**src/rtl/core/open_address_hash_table_core_defines.svh**
```systemverilog
// Assertion macros for the open-addressed hash table core.
// No dependencies; included by the top level.
`ifndef OPEN_ADDRESS_HASH_TABLE_CORE_DEFINES_SVH
`define OPEN_ADDRESS_HASH_TABLE_CORE_DEFINES_SVH

// same-cycle implication
`define OAHT_ASSERT_IMP(lbl, clk, rst_n, ante, cons, msg) \
  lbl: assert property (@(posedge clk) disable iff (!rst_n) (ante) |-> (cons)) \
    else $error(msg);

// next-cycle implication
`define OAHT_ASSERT_NXT(lbl, clk, rst_n, ante, cons, msg) \
  lbl: assert property (@(posedge clk) disable iff (!rst_n) (ante) |=> (cons)) \
    else $error(msg);

`endif

```
**src/rtl/core/oaht_pkg.sv**
```systemverilog
// Shared types, constants and the quadratic probe rank function for the hash table core.
// No dependencies.
package oaht_pkg;

  localparam int NUM_W           = 34;
  localparam int STATUS_W        = 2;
  localparam int SLOT_OUT_W      = 4;
  localparam int MAX_SLOTS       = 64;
  localparam int DEF_TABLE_SLOTS = 16;
  localparam int MOD_STEP        = 8;

  localparam logic KIND_INSERT = 1'b0;
  localparam logic KIND_SEARCH = 1'b1;

  typedef enum logic [STATUS_W-1:0] {
    ST_INSERTED  = 2'd0,
    ST_OVERFLOW  = 2'd1,
    ST_FOUND     = 2'd2,
    ST_NOT_FOUND = 2'd3
  } status_e;

  // control part of the probe item travelling along the chain
  typedef struct packed {
    logic vld;
    logic ins;
    logic quad;
    logic hit;
  } oaht_ctl_t;

  // lowest i with i*i mod n == d, or n when no such i exists
  function automatic int qrank_f(input int d, input int n);
    int   r;
    int   sq;
    logic fnd;
    r   = n;
    sq  = 0;
    fnd = 1'b0;
    for (int i = 0; i < MAX_SLOTS; i++) begin
      if (i < n) begin
        if (!fnd && sq == d) begin
          r   = i;
          fnd = 1'b1;
        end
        sq = sq + 2 * i + 1;
        if (sq >= n) sq = sq - n;
        if (sq >= n) sq = sq - n;
      end
    end
    return r;
  endfunction

endpackage

```
**src/rtl/core/open_address_hash_table_core.sv**
```systemverilog
// Open-addressed hash table of numbers with linear or quadratic probing on insert.
// done_o rises after an item is accepted, once the home slot is formed (eight bits of the
// number a cycle), the probe item has walked the row of registered slot cells and the result
// register is loaded. The result appears on status_o and slot_o for one cycle with done_o high
// and cannot be held off; busy_o drops in that same cycle, so a new item is accepted only
// once the previous one is through.
// The table is empty after reset, no clearing.
// Depends on oaht_pkg, oaht_mod, oaht_cell and open_address_hash_table_core_defines.svh.
`include "open_address_hash_table_core_defines.svh"

module open_address_hash_table_core import oaht_pkg::*; #(
  parameter int TableSlots = DEF_TABLE_SLOTS
) (
  input  logic                  clk_i,
  input  logic                  rst_ni,
  input  logic                  start_i,
  output logic                  busy_o,
  input  logic                  kind_i,
  input  logic [NUM_W-1:0]      number_i,
  input  logic                  quadratic_probe_i,
  output logic                  done_o,
  output logic [STATUS_W-1:0]   status_o,
  output logic [SLOT_OUT_W-1:0] slot_o
);

  localparam int SlotW = $clog2(TableSlots);
  localparam int RankW = $clog2(TableSlots + 1);

  typedef enum logic [2:0] {
    S_IDLE = 3'b001,
    S_HASH = 3'b010,
    S_SCAN = 3'b100
  } state_e;

  state_e state_q, state_d;

  logic             kind_q;
  logic             quad_q;
  logic [NUM_W-1:0] num_q;

  logic             accept;
  logic             hash_done;
  logic [SlotW-1:0] home;

  oaht_ctl_t        ctl_w  [TableSlots+1];
  logic [NUM_W-1:0] num_w  [TableSlots+1];
  logic [SlotW-1:0] home_w [TableSlots+1];
  logic [RankW-1:0] rank_w [TableSlots+1];
  logic [SlotW-1:0] slot_w [TableSlots+1];

  logic                  done_q;
  status_e               status_q, status_d;
  logic [SLOT_OUT_W-1:0] slot_q;
  logic                  wr_en_q;
  logic [SlotW-1:0]      wr_slot_q;
  oaht_ctl_t             tail;

  assign accept = start_i && !busy_o;
  assign busy_o = (state_q != S_IDLE);

  always_comb begin
    state_d = state_q;
    case (state_q)
      S_IDLE:  if (accept)    state_d = S_HASH;
      S_HASH:  if (hash_done) state_d = S_SCAN;
      S_SCAN:  if (tail.vld)  state_d = S_IDLE;
      default:                state_d = S_IDLE;
    endcase
  end

  always_ff @(posedge clk_i or negedge rst_ni) begin
    if (!rst_ni) begin
      state_q <= S_IDLE;
      done_q  <= 1'b0;
      wr_en_q <= 1'b0;
    end else begin
      state_q <= state_d;
      done_q  <= tail.vld;
      wr_en_q <= tail.vld && tail.ins && tail.hit;
    end
  end

  always_ff @(posedge clk_i) begin
    if (accept) begin
      kind_q <= kind_i;
      quad_q <= quadratic_probe_i;
      num_q  <= number_i;
    end
    if (tail.vld) begin
      status_q  <= status_d;
      slot_q    <= tail.hit ? SLOT_OUT_W'(slot_w[TableSlots]) : '0;
      wr_slot_q <= slot_w[TableSlots];
    end
  end

  oaht_mod #(
    .TableSlots(TableSlots)
  ) u_mod (
    .clk_i  (clk_i),
    .rst_ni (rst_ni),
    .start_i(accept),
    .num_i  (number_i),
    .done_o (hash_done),
    .home_o (home)
  );

  // launch the probe item into the head of the row
  assign ctl_w[0]  = {hash_done, (kind_q == KIND_INSERT), quad_q, 1'b0};
  assign num_w[0]  = num_q;
  assign home_w[0] = home;
  assign rank_w[0] = RankW'(TableSlots);
  assign slot_w[0] = '0;

  for (genvar k = 0; k < TableSlots; k++) begin : g_cell
    oaht_cell #(
      .TableSlots(TableSlots),
      .CellIdx   (k)
    ) u_cell (
      .clk_i    (clk_i),
      .rst_ni   (rst_ni),
      .ctl_i    (ctl_w[k]),
      .num_i    (num_w[k]),
      .home_i   (home_w[k]),
      .rank_i   (rank_w[k]),
      .slot_i   (slot_w[k]),
      .wr_en_i  (wr_en_q),
      .wr_slot_i(wr_slot_q),
      .wr_num_i (num_q),
      .ctl_o    (ctl_w[k+1]),
      .num_o    (num_w[k+1]),
      .home_o   (home_w[k+1]),
      .rank_o   (rank_w[k+1]),
      .slot_o   (slot_w[k+1])
    );
  end

  assign tail = ctl_w[TableSlots];

  always_comb begin
    if (tail.ins) status_d = tail.hit ? ST_INSERTED : ST_OVERFLOW;
    else          status_d = tail.hit ? ST_FOUND : ST_NOT_FOUND;
  end

  assign done_o   = done_q;
  assign status_o = status_q;
  assign slot_o   = slot_q;

  `OAHT_ASSERT_IMP(a_done_idle, clk_i, rst_ni, done_q, state_q == S_IDLE, "result while busy")
  `OAHT_ASSERT_IMP(a_tail_scan, clk_i, rst_ni, tail.vld, state_q == S_SCAN, "stray probe item")
  `OAHT_ASSERT_IMP(a_launch_hash, clk_i, rst_ni, hash_done, state_q == S_HASH, "stray home slot")
  `OAHT_ASSERT_IMP(a_write_ins, clk_i, rst_ni, wr_en_q, done_q && status_q == ST_INSERTED, "bad write")

endmodule

```
**src/rtl/core/oaht_mod.sv**
```systemverilog
// Home slot unit: number mod slot count, MOD_STEP bits per cycle.
// Depends on oaht_pkg.
module oaht_mod import oaht_pkg::*; #(
  parameter int TableSlots = DEF_TABLE_SLOTS
) (
  input  logic                          clk_i,
  input  logic                          rst_ni,
  input  logic                          start_i,
  input  logic [NUM_W-1:0]              num_i,
  output logic                          done_o,
  output logic [$clog2(TableSlots)-1:0] home_o
);

  localparam int SlotW = $clog2(TableSlots);
  localparam int Steps = (NUM_W + MOD_STEP - 1) / MOD_STEP;
  localparam int PadW  = Steps * MOD_STEP;
  localparam int CntW  = $clog2(Steps + 1);
  localparam logic [SlotW:0] NSlots = (SlotW + 1)'(TableSlots);

  logic [PadW-1:0]  sh_q, sh_d;
  logic [SlotW-1:0] r_q, r_d;
  logic [CntW-1:0]  cnt_q, cnt_d;
  logic             done_q, done_d;

  always_comb begin
    logic [SlotW:0] r;
    r      = {1'b0, r_q};
    sh_d   = sh_q;
    cnt_d  = cnt_q;
    done_d = 1'b0;
    r_d    = r_q;
    if (start_i) begin
      sh_d  = PadW'(num_i);
      r_d   = '0;
      cnt_d = CntW'(Steps);
    end else if (cnt_q != '0) begin
      for (int j = 0; j < MOD_STEP; j++) begin
        r = {r[SlotW-1:0], sh_q[PadW-1-j]};
        if (r >= NSlots) r = r - NSlots;
      end
      r_d    = r[SlotW-1:0];
      sh_d   = sh_q << MOD_STEP;
      cnt_d  = cnt_q - 1'b1;
      done_d = (cnt_q == CntW'(1));
    end
  end

  always_ff @(posedge clk_i or negedge rst_ni) begin
    if (!rst_ni) begin
      cnt_q  <= '0;
      done_q <= 1'b0;
    end else begin
      cnt_q  <= cnt_d;
      done_q <= done_d;
    end
  end

  always_ff @(posedge clk_i) begin
    sh_q <= sh_d;
    r_q  <= r_d;
  end

  assign done_o = done_q;
  assign home_o = r_q;

endmodule

```
**src/rtl/core/oaht_cell.sv**
```systemverilog
// One table slot: holds its entry and updates the probe item passing through.
// Depends on oaht_pkg.
module oaht_cell import oaht_pkg::*; #(
  parameter int TableSlots = DEF_TABLE_SLOTS,
  parameter int CellIdx    = 0
) (
  input  logic                            clk_i,
  input  logic                            rst_ni,
  input  oaht_ctl_t                       ctl_i,
  input  logic [NUM_W-1:0]                num_i,
  input  logic [$clog2(TableSlots)-1:0]   home_i,
  input  logic [$clog2(TableSlots+1)-1:0] rank_i,
  input  logic [$clog2(TableSlots)-1:0]   slot_i,
  input  logic                            wr_en_i,
  input  logic [$clog2(TableSlots)-1:0]   wr_slot_i,
  input  logic [NUM_W-1:0]                wr_num_i,
  output oaht_ctl_t                       ctl_o,
  output logic [NUM_W-1:0]                num_o,
  output logic [$clog2(TableSlots)-1:0]   home_o,
  output logic [$clog2(TableSlots+1)-1:0] rank_o,
  output logic [$clog2(TableSlots)-1:0]   slot_o
);

  localparam int SlotW = $clog2(TableSlots);
  localparam int RankW = $clog2(TableSlots + 1);
  localparam logic [SlotW:0]   KExt   = (SlotW + 1)'(CellIdx);
  localparam logic [SlotW:0]   NSlots = (SlotW + 1)'(TableSlots);
  localparam logic [SlotW-1:0] KIdx   = SlotW'(CellIdx);

  logic [RankW-1:0] qr_tab [TableSlots];

  for (genvar g = 0; g < TableSlots; g++) begin : g_qr
    assign qr_tab[g] = RankW'(qrank_f(g, TableSlots));
  end

  logic             valid_q;
  logic [NUM_W-1:0] entry_q;

  oaht_ctl_t        ctl_q, ctl_d;
  logic [NUM_W-1:0] num_q;
  logic [SlotW-1:0] home_q, slot_q, slot_d;
  logic [RankW-1:0] rank_q, rank_d;

  logic [SlotW:0]   gap_w;
  logic [SlotW-1:0] gap;
  logic [RankW-1:0] rank;
  logic             take;

  always_comb begin
    if ({1'b0, home_i} <= KExt) gap_w = KExt - {1'b0, home_i};
    else                        gap_w = KExt + NSlots - {1'b0, home_i};
    gap  = gap_w[SlotW-1:0];
    rank = ctl_i.quad ? qr_tab[gap] : RankW'(gap);

    if (ctl_i.ins) take = !valid_q && (rank < rank_i);
    else           take = !ctl_i.hit && valid_q && (entry_q == num_i);

    ctl_d  = ctl_i;
    rank_d = rank_i;
    slot_d = slot_i;
    if (ctl_i.vld && take) begin
      ctl_d.hit = 1'b1;
      rank_d    = rank;
      slot_d    = KIdx;
    end
  end

  always_ff @(posedge clk_i or negedge rst_ni) begin
    if (!rst_ni) begin
      valid_q <= 1'b0;
      ctl_q   <= '0;
    end else begin
      if (wr_en_i && wr_slot_i == KIdx) valid_q <= 1'b1;
      ctl_q <= ctl_d;
    end
  end

  always_ff @(posedge clk_i) begin
    if (wr_en_i && wr_slot_i == KIdx) entry_q <= wr_num_i;
    num_q  <= num_i;
    home_q <= home_i;
    rank_q <= rank_d;
    slot_q <= slot_d;
  end

  assign ctl_o  = ctl_q;
  assign num_o  = num_q;
  assign home_o = home_q;
  assign rank_o = rank_q;
  assign slot_o = slot_q;

endmodule

```
**config.mk**
```make
export PLATFORM = sky130hd
export DESIGN_NAME = open_address_hash_table_core
export DESIGN_NICKNAME = d
export VERILOG_FILES = /design/src/rtl/core/oaht_pkg.sv /design/src/rtl/core/open_address_hash_table_core.sv /design/src/rtl/core/oaht_mod.sv /design/src/rtl/core/oaht_cell.sv
export VERILOG_INCLUDE_DIRS = /design/src /design/src/rtl/core
export SDC_FILE = /design/constraint.sdc
export NUM_CORES = 2
export LEC_CHECK = 0
export ABC_AREA = 1
export BUFFER_PORTS_ARGS = -buffer_cell sky130_fd_sc_hd__clkbuf_2
export CORE_ASPECT_RATIO = 1.75
export CORE_UTILIZATION = 61
export DETAILED_ROUTE_END_ITERATION = 16
export GPL_ROUTABILITY_DRIVEN = 0
export PLACE_DENSITY_LB_ADDON = 0.15
export REMOVE_ABC_BUFFERS = 1
export SLEW_MARGIN = 20
export SYNTH_ARGS = -nofsm -noshare
export SYNTH_HDL_FRONTEND = slang
export SYNTH_SLANG_ARGS = --single-unit
```
**constraint.sdc**
```tcl
create_clock -name clk_i -period 3.6 [get_ports clk_i]
set_input_delay 0.72 -clock clk_i [delete_from_list [all_inputs] [get_ports clk_i]]
set_output_delay 0.72 -clock clk_i [all_outputs]
set_load 0.05 [all_outputs]
```
==> out/metrics.yaml <==
irDropWorstVdd_v: 0.000597
rsz0062_at_grt: "no"
synth-edff-count: 608
routed_wl_um: 107000
row_count: 138
cts_setup_buffers: 0
reg2reg_depth: 18
async_flop_share: 0.0630
outcome: "completed"
r2r-start: "g_cell[11].u_cell.home_o[0]"
antenna_found_initial: 1
drc: 0
cp-start-kind: "flop"
synth_common_cells: "nand2_1, inv_1, dfxtp_1"
cts-resized-gates: 0
clk_latency_ns: 0.72
ys_ff_latch: 1396
end_kind: "flop"
vias_per_cell: 5.02
cts_hold_buf: 0
final_core_util: 0.688
synth_cells: 4606
num_io_pins: 47
avgSynthCellArea_um2: 10.8
drt_iter0_drc: 1335
grt_max_degree: 52
clockBufferDepth: 3
skew_ns: 0.0223
yosysMostFrequentCell: "nand2_1"
syn_to_final_growth_pct: 11.8
cp.arrival_ns: 3.30
reg2reg_slack_ns: 0.89
ant_nets: 0
nNetsFinal: 4931
hp-class: "in2async"
n_antenna_cell: 0
setup_viol: 0
ys_seq_area_frac: 0.691
cts_buffers: 114
worst_pin_slew_ns: 1.08
gr-usage-all-layers: 0.265
yosysWarnings: 0
critical_path_required_ns: 4.20
hold_viol_final: 0
fill_cells: 5782
cts.sinks: 1396
setup-tns-final_ns: 0
wl_per_cell_um: 18.0
dieArea_um2: 83000
use_met3: 0.0337
dp_hpwl_um: 79600
met1_usage: 0.226
drv_slew: 0
endpoint: "g_cell[12].u_cell.rank_o[2]"
synth.distinct_cells: 47
r2r-end: "g_cell[12].u_cell.rank_o[2]"
grt_pass1_wl_um: 161000
synth_area_um2: 49900
path_class: "reg2reg"
fmax_mhz: 369
grt_use_met2: 0.519
die_y_um: 380
maxCapViolations: 0
place.port_buffers: 46
synthTopCellsByArea: "edfxtp_1, dfxtp_1, nand2_1, inv_1, dfrtp_1"
start_util: 0.616
crit_start: "g_cell[11].u_cell.home_o[0]"
grt_pass1_vias: 30500
yosys.area.top_type: "edfxtp_1"
overflow: 0
pwr_density_cell_nw_per_um2: 739
ys.flop_type: "dfxtp_1"
fin_crit_ns: 2.71
busiest_layer: "met2"
yosysTopAreaCellShare: 0.366
drt_pass1_iterations: 7
crit_fanout: 9
slew_headroom: 0.282
power_w: 0.0412
tritoncts: "done"
period_share: 0.752
root_buffer: "clkbuf_16"
drive_above_1_share: 0.0808
p_leak_nw: 24.5
dr_total_vias: 29800
core-area_um2: 81000
die_width_um: 218
htree_levels: 3
clk_pin_slew_ns: 0.07
[cell families after synthesis]
kind of cell,Yosys count,share of synthesized area
simple gates,1864,0.157
flops,1396,0.691
buf+inv,824,0.0623
xor+xnor,240,0.0423
compound gates,187,0.0234
fa+ha+maj,95,0.0238
[layout make-up]
| type | count | area, um2 | area share |
|---|---|---|---|
| clock buffer | 158 | 3240 | 0.0582 |
| clock inverter | 59 | 756 | 0.0136 |
| inverter | 817 | 3070 | 0.0551 |
| multi-input combinational | 2386 | 12400 | 0.222 |
| sequential | 1396 | 34500 | 0.618 |
| tap | 1050 | 1310 | 0.0236 |
| timing repair buffer | 82 | 503 | 0.00902 |
[cells in the final DEF (no fill, tap or decap), types with 14 or more instances in the layout]
cell / n
clkbuf_8: 14
nand2_2: 33
dfrtp_1: 87
or2_0: 14
or2_2: 41
nor2_1: 325
nand2_1: 1134
ha_1: 95
o22ai_1: 28
clkinv_2: 22
nand3_1: 161
xnor2_1: 221
buf_4: 37
dfxtp_1: 700
clkbuf_2: 45
a21oi_1: 41
clkbuf_16: 118
edfxtp_1: 608
xor2_1: 18
nand4_1: 89
inv_1: 803
o21ai_0: 67
bufinv_16: 16
clkbuf_1: 26
[metal layers]
metal | wire (um) | vias to the layer above | share of wire
met2 | 60400 | 596 | 0.56
met5 | 0 | - | 0
met1 | 33500 | 14000 | 0.31
met4 | 10300 | 0 | 0.096
met3 | 3220 | 305 | 0.030
li1 | - | 14900 | -
[through the flow]
stage / std cells / setup WS, ns / area, um2 / hold WS, ns
after floorplan: 4599 / 0.706 / 49800 / 0.331
after global routing: 5948 / 0.603 / 55700 / 0.0796
after CTS: 5948 / 0.943 / 55700 / 0.0243
final: 5948 / 0.893 / 55700 / 0.0498
after global placement: 5731 / 1.07 / 51700 / 0.336
after detailed placement: 5731 / 0.984 / 51700 / 0.337
[worst min-delay path by stage]
| stage | slack (ns) | startpoint | endpoint | depth (start not counted) |
|---|---|---|---|---|
| after floorplan | 0.33 | g_cell[9].u_cell.num_o[13] | g_cell[10].u_cell.num_o[13] | 0 |
| after global placement | 0.34 | g_cell[0].u_cell.num_o[7] | g_cell[1].u_cell.num_o[7] | 0 |
| after detailed placement | 0.34 | g_cell[6].u_cell.num_o[25] | g_cell[7].u_cell.num_o[25] | 0 |
| after CTS | 0.02 | rst_ni | g_cell[14].u_cell.ctl_o[0] | 1 |
| after global routing | 0.08 | rst_ni | g_cell[15].u_cell.ctl_o[2] | 1 |
| final | 0.05 | rst_ni | g_cell[14].u_cell.ctl_o[0] | 1 |
[critical path, cell delays in order (launching register included)]
cell and delay, ns:
dfxtp_1 0.37, inv_1 0.09, ha_1 0.23, nand2_1 0.06, nand2_1 0.09, inv_1 0.10
nor2_1 0.05, nand2_1 0.08, nand2_1 0.05, a21oi_1 0.19, ha_1 0.30, nand2_1 0.12
inv_1 0.06, a21oi_1 0.17, nand2_1 0.11, a21boi_4 0.26, nand2_4 0.13, nand2_1 0.09
nand2_1 0.06
[registers in the layout (all words and copies together), names as in the netlist, 3 cells and up]
name,count
g_cell.u_cell.entry_q,544
g_cell.u_cell.num_o,510
g_cell.u_cell.rank_o,75
g_cell.u_cell.ctl_o,63
g_cell.u_cell.home_o,60
g_cell.u_cell.slot_o,49
num_q,34
u_mod.sh_q,20
g_cell.u_cell.valid_q,16
slot_o,4
u_mod.home_o,4
wr_slot_q,4
state_q,3
u_mod.cnt_q,3
[power breakdown]
| group | internal, W | total, W | switching [W] |
|---|---|---|---|
| sequential | 0.0193 | 0.0211 | 0.00187 |
| combinational | 0.00258 | 0.00709 | 0.00451 |
| clock | 0.00747 | 0.0130 | 0.00552 |
| total | 0.0293 | 0.0412 | 0.0119 |
No activity file was read; power rests on OpenSTA's default activity.
